--- config.mk ---
export PLATFORM = sky130hd
export DESIGN_NAME = hopf_ctrl
export DESIGN_NICKNAME = d
export VERILOG_FILES = /design/src/sv/hopf_pkg.sv /design/src/sv/hopf_ctrl.sv
export SDC_FILE = /design/constraint.sdc
export NUM_CORES = 1
export LEC_CHECK = 0
export BUFFER_PORTS_ARGS = -buffer_cell sky130_fd_sc_hd__buf_2
export CORE_MARGIN = 2
export CORE_UTILIZATION = 45
export CTS_BUF_LIST = sky130_fd_sc_hd__clkbuf_4 sky130_fd_sc_hd__clkbuf_8
export DETAILED_ROUTE_END_ITERATION = 8
export PLACE_DENSITY = 0.74
export SYNTH_ARGS = -nofsm -noshare
export SYNTH_HDL_FRONTEND = slang
export SYNTH_SLANG_ARGS = --single-unit
--- constraint.sdc ---
create_clock -name clock -period 2.7 [get_ports clock]
set_clock_uncertainty 0.15 [all_clocks]
set_input_delay 0.27 -clock clock [delete_from_list [all_inputs] [get_ports clock]]
set_output_delay 0.27 -clock clock [all_outputs]
set_load 0.005 [all_outputs]
--- src/sv/hopf_pkg.sv ---
// ----------------------------------------------------------------------------
// hopf_pkg
// Shared widths, operation codes and controller/datapath interface types for
// the Hopfield associative recall block.
// ----------------------------------------------------------------------------
package hopf_pkg;

   localparam int DEF_NEURONS     = 32;
   localparam int DEF_WEIGHT_BITS = 8;
   localparam int MAX_NEURONS     = 64;

   localparam int OP_W  = 2;
   localparam int PAT_W = 32;
   localparam int IDX_W = 5;

   localparam logic [OP_W-1:0] OP_LEARN  = 2'd0;
   localparam logic [OP_W-1:0] OP_LOAD   = 2'd1;
   localparam logic [OP_W-1:0] OP_UPDATE = 2'd2;

   // Commands from the controller to the datapath
   typedef struct packed {
      logic capture;    // latch the accepted request
      logic learn_rd;   // read weight row at the counter
      logic learn_wr;   // write updated weight row at counter minus one
      logic upd_rd;     // read weight row of the addressed neuron
      logic acc_clr;    // clear the input-sum accumulator
      logic acc_step;   // add one weight times state term
      logic finish;     // commit neuron state and load the response register
   } cmd_type;

   // Status from the datapath to the controller
   typedef struct packed {
      logic [OP_W-1:0] op;
      logic            idx_ok;
      logic            out_free;
   } sts_type;

endpackage

--- src/sv/hopf_ctrl.sv ---
// ----------------------------------------------------------------------------
// hopf_ctrl
// Sequencer: accepts one request, steps the weight rows for learn or the
// columns of one row for update, then hands the result to the output.
// ----------------------------------------------------------------------------
module hopf_ctrl
   import hopf_pkg::*;
#(
   parameter int NEURONS = DEF_NEURONS,
   localparam int CNT_W  = $clog2(NEURONS + 1)
) (
   input  logic             clock,
   input  logic             reset,
   input  logic             req_valid,
   output logic             req_ready,
   output cmd_type          cmd,
   output logic [CNT_W-1:0] cnt,
   input  sts_type          sts
);

   localparam logic [2:0] ST_IDLE  = 3'd0;
   localparam logic [2:0] ST_DISP  = 3'd1;
   localparam logic [2:0] ST_LEARN = 3'd2;
   localparam logic [2:0] ST_URD   = 3'd3;
   localparam logic [2:0] ST_UACC  = 3'd4;
   localparam logic [2:0] ST_FIN   = 3'd5;

   localparam logic [CNT_W-1:0] LEARN_LAST = CNT_W'(NEURONS);
   localparam logic [CNT_W-1:0] ACC_LAST   = CNT_W'(NEURONS - 1);

   logic [2:0]       state_ff, state_in;
   logic [CNT_W-1:0] cnt_ff, cnt_in;

   assign req_ready = (state_ff == ST_IDLE);
   assign cnt       = cnt_ff;

   always_comb begin
      state_in = state_ff;
      cnt_in   = cnt_ff;
      cmd      = '0;
      case (state_ff)
         ST_IDLE: begin
            if (req_valid) begin
               cmd.capture = 1'b1;
               state_in    = ST_DISP;
            end
         end
         ST_DISP: begin
            cnt_in = '0;
            if (sts.op == OP_LEARN) begin
               state_in = ST_LEARN;
            end else if (sts.op == OP_UPDATE && sts.idx_ok) begin
               state_in = ST_URD;
            end else begin
               state_in = ST_FIN;
            end
         end
         ST_LEARN: begin
            // read row cnt, write back row cnt-1 from the registered read
            cmd.learn_rd = (cnt_ff != LEARN_LAST);
            cmd.learn_wr = (cnt_ff != '0);
            cnt_in       = cnt_ff + CNT_W'(1);
            if (cnt_ff == LEARN_LAST) begin
               state_in = ST_FIN;
            end
         end
         ST_URD: begin
            cmd.upd_rd  = 1'b1;
            cmd.acc_clr = 1'b1;
            cnt_in      = '0;
            state_in    = ST_UACC;
         end
         ST_UACC: begin
            cmd.acc_step = 1'b1;
            cnt_in       = cnt_ff + CNT_W'(1);
            if (cnt_ff == ACC_LAST) begin
               state_in = ST_FIN;
            end
         end
         ST_FIN: begin
            // hold until the response register is free
            if (sts.out_free) begin
               cmd.finish = 1'b1;
               state_in   = ST_IDLE;
            end
         end
         default: begin
            state_in = ST_IDLE;
         end
      endcase
   end

   always_ff @(posedge clock) begin
      if (reset) begin
         state_ff <= ST_IDLE;
         cnt_ff   <= '0;
      end else begin
         state_ff <= state_in;
         cnt_ff   <= cnt_in;
      end
   end

endmodule

# == After elaboration in Yosys (flattened, before gate mapping) ==
# Cells that the tools add are included.
# totals
regBits,9
elab_cells,39
# classes
addsub,1
n_eq_ne,13
muxes,15
reduce_logical,8
# op_table
op,count
$mux W3,6
$pmux W3 S6,1
$pmux W6 S2,1
$ne A2 B2 Y1 const B,4
$add A6 B1 Y6 const B,1
$eq A3 B2 Y1 const B,2
$eq A3 B3 Y1 const B,2
$eq A6 B5 Y1 const B,1
$eq A6 B6 Y1 const B,1
$ne A6 B6 Y1 const B,1
$reduce_bool A6 Y1,1
$mux W1,5
$mux W2,2
$reduce_and A4 Y1,1
$reduce_or A2 Y1,2
$eq A3 B1 Y1 const B,1
$logic_not A3 Y1,1
$eq A2 B2 Y1 const B,1
$logic_not A2 Y1,1
$reduce_bool A2 Y1,1
$logic_and A1 B1 Y1,1

# == Logic depth before layout (Yosys ltp) ==
# Gate-level depths: netlist of run 1.
# depth
word_depth,5
depth_mapped,6
mapped_depth_nobuf,6

# == Worst setup path before layout of run 1 ==
# No wires, ideal clock.
# synth_path
path_type,reg2out
from,"register cnt_ff[0], in the netlist cnt[0]"
to,output port cmd[5] in the netlist's numbering
t_arrival_ns,1.219
t_required_ns,2.280
setup_slack_ns,1.061
stages_incl_launch_ff,6
path_cell_list,dfxtp_1 inv_1 ha_1 nor4b_4 a211o_2 inv_1
# synth_lines
item,line_no,source
start: declaration,hopf_ctrl.sv:32,"logic [CNT_W-1:0] cnt_ff, cnt_in;"
start signal: assignment,hopf_ctrl.sv:99,cnt_ff <= cnt_in;
end: declaration,hopf_ctrl.sv:16,"output cmd_type cmd,"

==> impl_results.md, run 1 <==
- Dpl hpwl: ~1300 um
- First-pass GRT wire length: around 2900 um
- Tightest Pin Transition: a little over 0.7 ns
- Critical Path Source: state_ff[2]
- Die Span Y: 46.7 um
- Global route total overflow: 0
- Fmax: around 470 MHz
- Cell row count: 15
- Synth Area in Adders: under 10%
- Largest net degree at the start of global routing: 22
- Top fanout value on the critical path: 20
- Power per Cell Area: roughly 640 nW/um2
- Sequential area share after synthesis: between 20% and 30%
- Async set or reset register ratio after synthesis: 0%
- Setup TNS: 0 ns
- CP Class: reg2out
- Clk Tree Root Cell: clkbuf_4
- CP Capture Type: output port
- Crit path to: cmd[1]
- Fin cells: between 100 and 150
- Worst reg2reg path startpoint: state_ff[2]
- Primary FF master, synth: dfxtp_1
- Type of origin of the critical path: flip-flop
- Status: complete, no violations
- Post-layout util: 53.6%
- Simple-gate share of the synthesized area: a little under a third
- Final wirelength: 1820 um
- Die ar.: 2180 um2
- R2R cell count: 4
- Final worst slack: between 0.5 and 0.6 ns
- Share of layout cells above drive strength 1: about 28%
- Cell Area, Synth: slightly above 800 um2
- Final net count: between 100 and 150
- GP Congestion: around 0.86
- HP Class: in2reg
- Net Count, Synth: between 100 and 150
- Synth Area in XOR/XNOR: 2.14%
- Placed cells: between 100 and 150
- DP Worst Slack: 0.889 ns
- DR iter-0 viols: 43
- Post-Syn Area per Cell: roughly 8.0 um2
- Core Area: 1730 um2
- Leak: 0.429 nW
- Mux cell area share after synthesis: 5.04%
- Clock buffer depth: 2
- IO Count: 21
- WL/cell: roughly 13 um
- Number of synthesized register bits: 9
- Drt pass-1 iters: 5
- RR Endpoint: cnt[1]
- Port Buffer Count: 20
- Final Total Pwr: just under 0.0006 W
- Resize count post-CTS: 0
- WP data arrival: 1.69 ns
- Setup violations, final: 0
- Synth Area in Compound Gates: between 20% and 30%
- Die W: ~47 um
- Worst skew pair latency: about 0.26 ns
- RSZ-0062 raised after global routing: false
- Via count: between 800 and 900
- H-tree depth: 1
- CP required: approximately 2.3 ns
- Final Slew Violations: 0
- Total global-route track usage: about a fifth
- CTS sink count: 9
- Post-CTS Setup Repair Bufs: 0
- Via count of the first global-routing pass: 663
- EDFF count, synth: 0
- Initial Util: 47.5%
- Area growth from synthesis to layout: 13.0%
- Minimum setup slack among reg-to-reg paths: about 0.85 ns
- DR DRC count: 0
- # diodes: 0
- Crit share post-route: 78.3%
- Cts bufs inserted: 3
- Period minus WS final: around 2.1 ns
- Hold_buf cts: 0
- Max-Cap Viols: 0
- Post-DRT Antenna Nets: 0
- Drt via density: roughly 5.6
- Distinct cell type count after synthesis: 44
- TritonCTS clock tree: built
- Final Hold Viols: 0
- Rel. slew slack: a little over half
- Antenna violations before repair: 0
- Syn Inst Count: approximately 100
- Worst VDD drop: approximately 260 uV
- Synth warnings: 0
- Reg clk slew, reported paths: around 0.070 ns
- Largest family of logic cells by synthesized area: simple AND/OR/NAND/NOR gates
[sequential cells by signal (all words and copies together), names as in the netlist]
name,count
state_ff,3
cnt,6
[worst max-delay path: stages (launching register included)]
cell	delay [ns]
dfxtp_1	0.78
or3b_4	0.49
inv_1	0.06
buf_2	0.10
[layout by cell type (no fill, tap or decap), drive strengths merged, types with 2 or more instances in the layout]
master / netlist / final
a21oi: 6 / 6
a222oi: 2 / 2
a22o: 2 / 2
a22oi: 2 / 2
a31oi: 3 / 3
and2: 5 / 5
and3: 2 / 2
and4b: 2 / 2
buf: 7 / 21
clkbuf: 2 / 4
dfxtp: 9 / 9
ha: 2 / 2
inv: 6 / 6
mux2i: 3 / 3
nand2: 6 / 6
nand2b: 2 / 2
nand3: 5 / 5
nor2: 8 / 8
nor2b: 2 / 2
nor3b: 3 / 3
o2111ai: 2 / 2
o211ai: 2 / 2
o21ai: 3 / 3
xor2: 2 / 2
[synthesized netlist by cell type, types with 2 or more instances]
master,n,area (um2)
a22oi_1,2,15.0
and2_1,5,31.3
a31oi_1,3,18.8
o2111ai_1,2,17.5
and4b_1,2,20.0
nor2_1,8,30.0
xor2_1,2,17.5
buf_4,3,22.5
a222oi_1,2,20.0
o21ai_0,3,15.0
nor2b_1,2,12.5
inv_1,6,22.5
nor3b_1,3,22.5
buf_6,2,22.5
nand2b_1,2,12.5
mux2i_1,3,30.0
ha_1,2,25.0
a21oi_1,6,30.0
nand2_1,6,22.5
dfxtp_1,9,180
o211ai_1,2,15.0
nand3_1,5,25.0
[layer usage]
layer / track usage (%) / vias up / part of all wire [%]
met5: 0 / - / 0
met4: 8.33 / 0 / 0.82
met3: 3.53 / 2 / 4.3
met2: 26.9 / 22 / 44
met1: 27.4 / 366 / 50
li1: - / 413 / -
[cell families (layout without fill, tap and decap cells)]
kind of cell / after synthesis / in the layout
flip-flops: 9 / 9
XOR/XNOR: 2 / 2
AO/OA/AOI/OAI: 29 / 29
AND/OR/NAND/NOR: 41 / 41
adder cells (fa/ha/maj): 2 / 2
buffers and inverters: 15 / 31
multiplexers: 4 / 4
[worst min path at each step]
| stage | start | slack, ns | depth (start not counted) | endpoint |
|---|---|---|---|---|
| 6_report | reset | 0.16 | 2 | state_ff[2] |
| 5_1_grt | reset | 0.16 | 2 | state_ff[2] |
| 4_1_cts | reset | 0.15 | 2 | state_ff[2] |
| 2_1_floorplan | sts[0] | 0.32 | 3 | state_ff[0] |
| 3_3_place_gp | reset | 0.43 | 2 | state_ff[2] |
| 3_5_place_dp | reset | 0.43 | 2 | state_ff[2] |
[per-stage QoR]
| step | hold slack (ns) | cell area (um2) |
|---|---|---|
| global route | 0.156 | 926 |
| floorplan | 0.317 | 820 |
| CTS | 0.149 | 926 |
| detailed placement | 0.426 | 896 |
| global placement | 0.430 | 896 |
| finish | 0.158 | 926 |
[final cells by class]
class	instances	area (um2)
Sequential cell	9	180
Inverter	6	22.5
Timing Repair Buffer	21	108
Fill cell	171	801
Tap cell	25	31.3
Multi-Input combinational cell	78	554
Clock buffer	4	30.0
[power by group]
part	total (W)	internal (W)	switching (W)
sequential	0.000217	0.000151	0.0000653
combinational	0.000260	0.000130	0.000131
clock	0.000120	0.0000671	0.0000526
No activity file was read; power rests on OpenSTA's default activity.
==> run 2, diff against run 1 <==
Clock period 2.7 ns to 2.1 ns, I/O delays scaled along.
==> impl_results.md, run 2 (synthesis gave the netlist of run 1 again) <==
- Status: complete, no violations
- Switching portion of total power: between 40% and 50%
- P_int: 0.000441 W
- Final net count: approximately 130
- Power per Cell Area: ~830 nW/um2
- RR Endpoint: state_ff[2]
- Area growth from synthesis to layout: 13.7%
- Post-CTS Setup Repair Bufs: 0
- Final wirelength: between 1500 and 2000 um
- Die Span Y: ~47 um
- WP data arrival: 1.59 ns
- Antenna violations before repair: 0
- TritonCTS clock tree: built
- Cell row count: 15
- Hold_buf cts: 0
- Via count of the first global-routing pass: 670
- Post-DRT Antenna Nets: 0
- Crit share post-route: 92.7%
- Met1 Usage GRT: 24.9%
- GRT met2 Usage: 28.9%
- Dpl hpwl: approximately 1400 um
- Fill cells: between 150 and 200
- Resize count post-CTS: 0
- Reg clk slew, reported paths: 0.07 ns
- Top fanout value on the critical path: 7
- Fmax: 514 MHz
- P_sw: roughly 0.00033 W
- Hold EP: state_ff[2]
- R2R cell count: 4
- Largest net degree at the start of global routing: 22
- DR iter-0 viols: 23
- Share of power burned in registers: about a third
- Clk Tree Root Cell: clkbuf_4
- Clock buffer depth: 2
- RSZ-0062 raised after global routing: false
- Most common cell after layout, fill and taps aside: buf_2
- CP Class: reg2out
- H-tree depth: 1
- CTS sink count: 9
- Register area: approximately 180 um2
- Leak: 0.434 nW
- Worst reg2reg path startpoint: state_ff[0]
- Via count: approximately 800
- Final Hold Viols: 0
- Max-Cap Viols: 0
- Worst VDD drop: around 600 uV
- GRT busiest layer: met2
- Drt via density: 5.64
- Global route total overflow: 0
- Total global-route track usage: a little under a fifth
- WL/cell: approximately 13 um
- Core Area: 1730 um2
- Number of flip-flops in the largest register: 6
- # diodes: 0
- Met3 global-route usage: about 3.1%
- Post-layout util: between 50% and 60%
- Share of layout cells above drive strength 1: about 29%
- Type of origin of the critical path: flip-flop
- IO Count: 21
- Drt pass-1 iters: 4
- Combinational power share: 47.9%
- CP required: ~1.7 ns
- Worst skew pair latency: approximately 0.27 ns
- DR DRC count: 0
- Cts bufs inserted: 3
- Die W: ~47 um
- Rel. slew slack: about two thirds
- Die ar.: between 2000 and 2500 um2
- Minimum setup slack among reg-to-reg paths: approximately 0.40 ns
- Final Total Pwr: approximately 0.00077 W
- Placed cells: 140
- Port Buffer Count: 20
- Fin cells: approximately 140
- Period minus WS final: around 2 ns
- First-pass GRT wire length: approximately 2900 um
- GP Congestion: between 0.7 and 0.8
- Most frequent cells in the layout: buf_2, nor2_1, dfxtp_1
- Worst hold stages: 2
- Final Slew Violations: 0
- Clk pwr share: ~18%
- Initial Util: between 40% and 50%
- HP Class: in2reg
- Tightest Pin Transition: about 0.53 ns
- Area of the multi-input gates: about 550 um2
- CP Capture Type: output port
- Setup TNS: 0 ns
- Setup violations, final: 0
- Hold path startpoint: reset
[run 2: cell count changes in the layout (fill, tap and decap cells not counted), sizes merged]
| cell | previous run | this run |
|---|---|---|
| clkbuf | 4 | 3 |
| clkinv | 0 | 1 |
| buf | 21 | 22 |
[run 2: critical path, stage by stage (launching register included)]
cell and delay, ns:
dfxtp_1 0.42, inv_1 0.08, ha_1 0.18, nor4b_4 0.14, a211o_2 0.36, inv_1 0.05, buf_2 0.10
[run 2: power groups by stage]
stage / sequential, W / combinational (W) / clock (W)
final: 0.000263 / 0.000370 / 0.000140
after global routing: 0.000270 / 0.000411 / 0.000148
after CTS: 0.000257 / 0.000369 / 0.000142
after detailed placement: 0.000262 / 0.000367 / 0
after global placement: 0.000259 / 0.000359 / 0
after floorplan: 0.000225 / 0.000316 / 0
[run 2: layout make-up]
class / instances / share of cell area, %
multi-input combinational: 78 / 59.5
sequential: 9 / 19.5
timing repair buffer: 22 / 12.3
tap: 25 / 3.36
clock buffer: 3 / 2.42
inverter: 6 / 2.42
clock inverter: 1 / 0.537
[run 2: layer usage]
metal / up-vias / routed length (um)
li1: 413 / -
met1: 376 / 917
met2: 19 / 895
met3: 4 / 74
met4: 0 / 40
met5: - / 0
[run 2: worst max-delay path by stage]
stage | startpoint | end | slack (ns) | cells after the start
finish | cnt[1] | cmd[5] | 0.15 | 6
global route | cnt[1] | cmd[5] | 0.01 | 6
CTS | cnt[0] | cmd[5] | 0.07 | 6
detailed placement | cnt[0] | cmd[5] | 0.36 | 6
global placement | cnt[0] | cmd[5] | 0.41 | 6
floorplan | cnt[0] | cmd[5] | 0.52 | 5
[run 2: stage by stage]
stage / setup slack (ns) / hold WS (ns) / cell area (um2)
after detailed placement: 0.356 / 0.376 / 903
after global placement: 0.415 / 0.366 / 903
after global routing: 0.0135 / 0.108 / 932
final: 0.154 / 0.102 / 932
after CTS: 0.0717 / 0.0944 / 931
after floorplan: 0.521 / 0.257 / 820
==> run 3, diff against run 2 <==
Settings changed: BUFFER_PORTS_ARGS -buffer_cell sky130_fd_sc_hd__buf_2 to -buffer_cell sky130_fd_sc_hd__buf_4, CTS_CLUSTER_DIAMETER set to 200.
==> impl_results.md, run 3 (synthesis gave the netlist of run 1 again) <==
- Status: complete, no violations
- TritonCTS clock tree: built
- Area of the multi-input gates: approximately 550 um2
- # diodes: 0
- M1 WL: 924 um
- Top Layer Used: met4
- Final Hold Viols: 0
- RSZ-0062 raised after global routing: false
- Die W: between 40 and 50 um
- HP Class: in2reg
- Max-Cap Viols: 0
- Resize count post-CTS: 0
- Fmax: 511 MHz
- Switching portion of total power: about two fifths
- Clk Tree Root Cell: clkbuf_4
- Cell row count: 15
- Worst VDD drop: ~480 uV
- WP data arrival: 1.60 ns
- Worst skew pair latency: 0.27 ns
- Met2 routed WL: around 870 um
- CP Capture Type: output port
- Dpl hpwl: between 1000 and 1500 um
- H-tree depth: 1
- Area growth from synthesis to layout: 20.2%
- DR DRC count: 0
- Port Buffer Count: 20
- Via count: 823
- Post-DRT Antenna Nets: 0
- Crit path cell chain: inv_1 -> ha_1 -> nor4b_4 -> a211o_2 -> inv_1 -> buf_4
- CP required: between 1.5 and 2 ns
- Most frequent cells in the layout: buf_4, nor2_1, dfxtp_1
- Crit-path max cell delay: ~0.43 ns
- Total global-route track usage: approximately a fifth
- Clock buffer depth: 2
- Final Instance Area: between 900 and 1000 um2
- Cts bufs inserted: 3
- IO Count: 21
- Setup TNS: 0 ns
- Final wirelength: 1930 um
- Dpl cell area: 953 um2
- Via count of the first global-routing pass: 650
- Global route total overflow: 0
- P_int: between 0.0004 and 0.0005 W
- WL met3: between 80 and 90 um
- Combinational power share: about half
- P_sw: roughly 0.00033 W
- Most common cell after layout, fill and taps aside: buf_4
- Clk pwr share: a little under a fifth
- Final Slew Violations: 0
- Setup violations, final: 0
- Initial Util: a little under half
- Tightest Pin Transition: 0.519 ns
- CP Class: reg2out
- Period minus WS final: ~2 ns
- Die Span Y: 46.7 um
- DR iter-0 viols: 12
- Slowest-stage cell, CP: dfxtp_1
- Final net count: between 100 and 150
- Die ar.: between 2000 and 2500 um2
- Drt via density: approximately 5.7
- GP Congestion: 0.841
- Largest net degree at the start of global routing: 22
- Share of layout cells above drive strength 1: between 20 and 30%
- First-pass GRT wire length: between 2000 and 3000 um
- Crit share post-route: around 93%
- Share of power burned in registers: about 33%
- Core Area: around 1700 um2
- Post-CTS Setup Repair Bufs: 0
- Register area: between 150 and 200 um2
- Power per Cell Area: about 820 nW/um2
- Leak: about 0.44 nW
- Top fanout value on the critical path: 7
- Reg clk slew, reported paths: roughly 0.07 ns
- Type of origin of the critical path: flip-flop
- Hold_buf cts: 0
- WL/cell: around 13 um
- Most frequent CP cell: inv_1
- Number of flip-flops in the largest register: 6
- CTS sink count: 9
- Fill cells: ~160
- Antenna violations before repair: 0
- Drt pass-1 iters: 4
- Rel. slew slack: approximately 65%
==> run 3: cell count changes in the layout (fill, tap and decap cells not counted) <==
cell,delta
buf_2,-20
buf_4,+20
clkinv_2,-1
clkbuf_4,+1
==> run 3: layer usage <==
layer,vias to the layer above,global-route usage (%)
met3,6,6.27
met1,378,25.2
met5,-,0
met2,25,27.8
met4,0,14.4
li1,414,-
==> run 3: worst max-delay path: cells and delay by family (launching register included) <==
kind | cells | cell delay, ns
buffers and inverters | 3 | 0.23
DFF | 1 | 0.43
AOI/OAI and AO/OA | 1 | 0.36
and+or+nand+nor | 1 | 0.14
adders and majority gates | 1 | 0.18
==> run 3: cell type report <==
class	instances	share of cell area, %
Tap cell	25	3.18
Sequential cell	9	18.4
Clock buffer	4	3.05
Inverter	6	2.29
Multi-Input combinational cell	78	56.3
Timing Repair Buffer	22	16.8
==> run 3: power groups by stage <==
stage	registers, W	clock network [W]	logic (W)
floorplan	0.000225	0	0.000316
global placement	0.000259	0	0.000384
detailed placement	0.000264	0	0.000386
CTS	0.000259	0.000160	0.000387
global route	0.000268	0.000170	0.000431
finish	0.000263	0.000153	0.000388
==> run 3: per-stage QoR <==
step | hold slack (ns) | util (%) | setup slack, ns | std cells | total power, W
5_1_grt | 0.0207 | 57.0 | 0.0145 | 144 | 0.000868
6_report | 0.0403 | 57.0 | 0.145 | 144 | 0.000804
3_5_place_dp | 0.314 | 55.2 | 0.345 | 140 | 0.000649
2_1_floorplan | 0.257 | - | 0.521 | 102 | 0.000541
4_1_cts | 0.0212 | 57.0 | 0.0437 | 144 | 0.000806
3_3_place_gp | 0.315 | 55.2 | 0.400 | 140 | 0.000643
==> run 3: path summary, 6_finish.rpt <==
kind              cells past startpoint  slack, ns   startpoint  endpoint
setup / recovery                      6       0.14       cnt[1]    cmd[5]
hold / removal                        2       0.04        reset    cnt[0]
setup reg to reg                      4       0.41  state_ff[0]    cnt[1]
hold reg to reg                       2       0.44       cnt[5]    cnt[5]
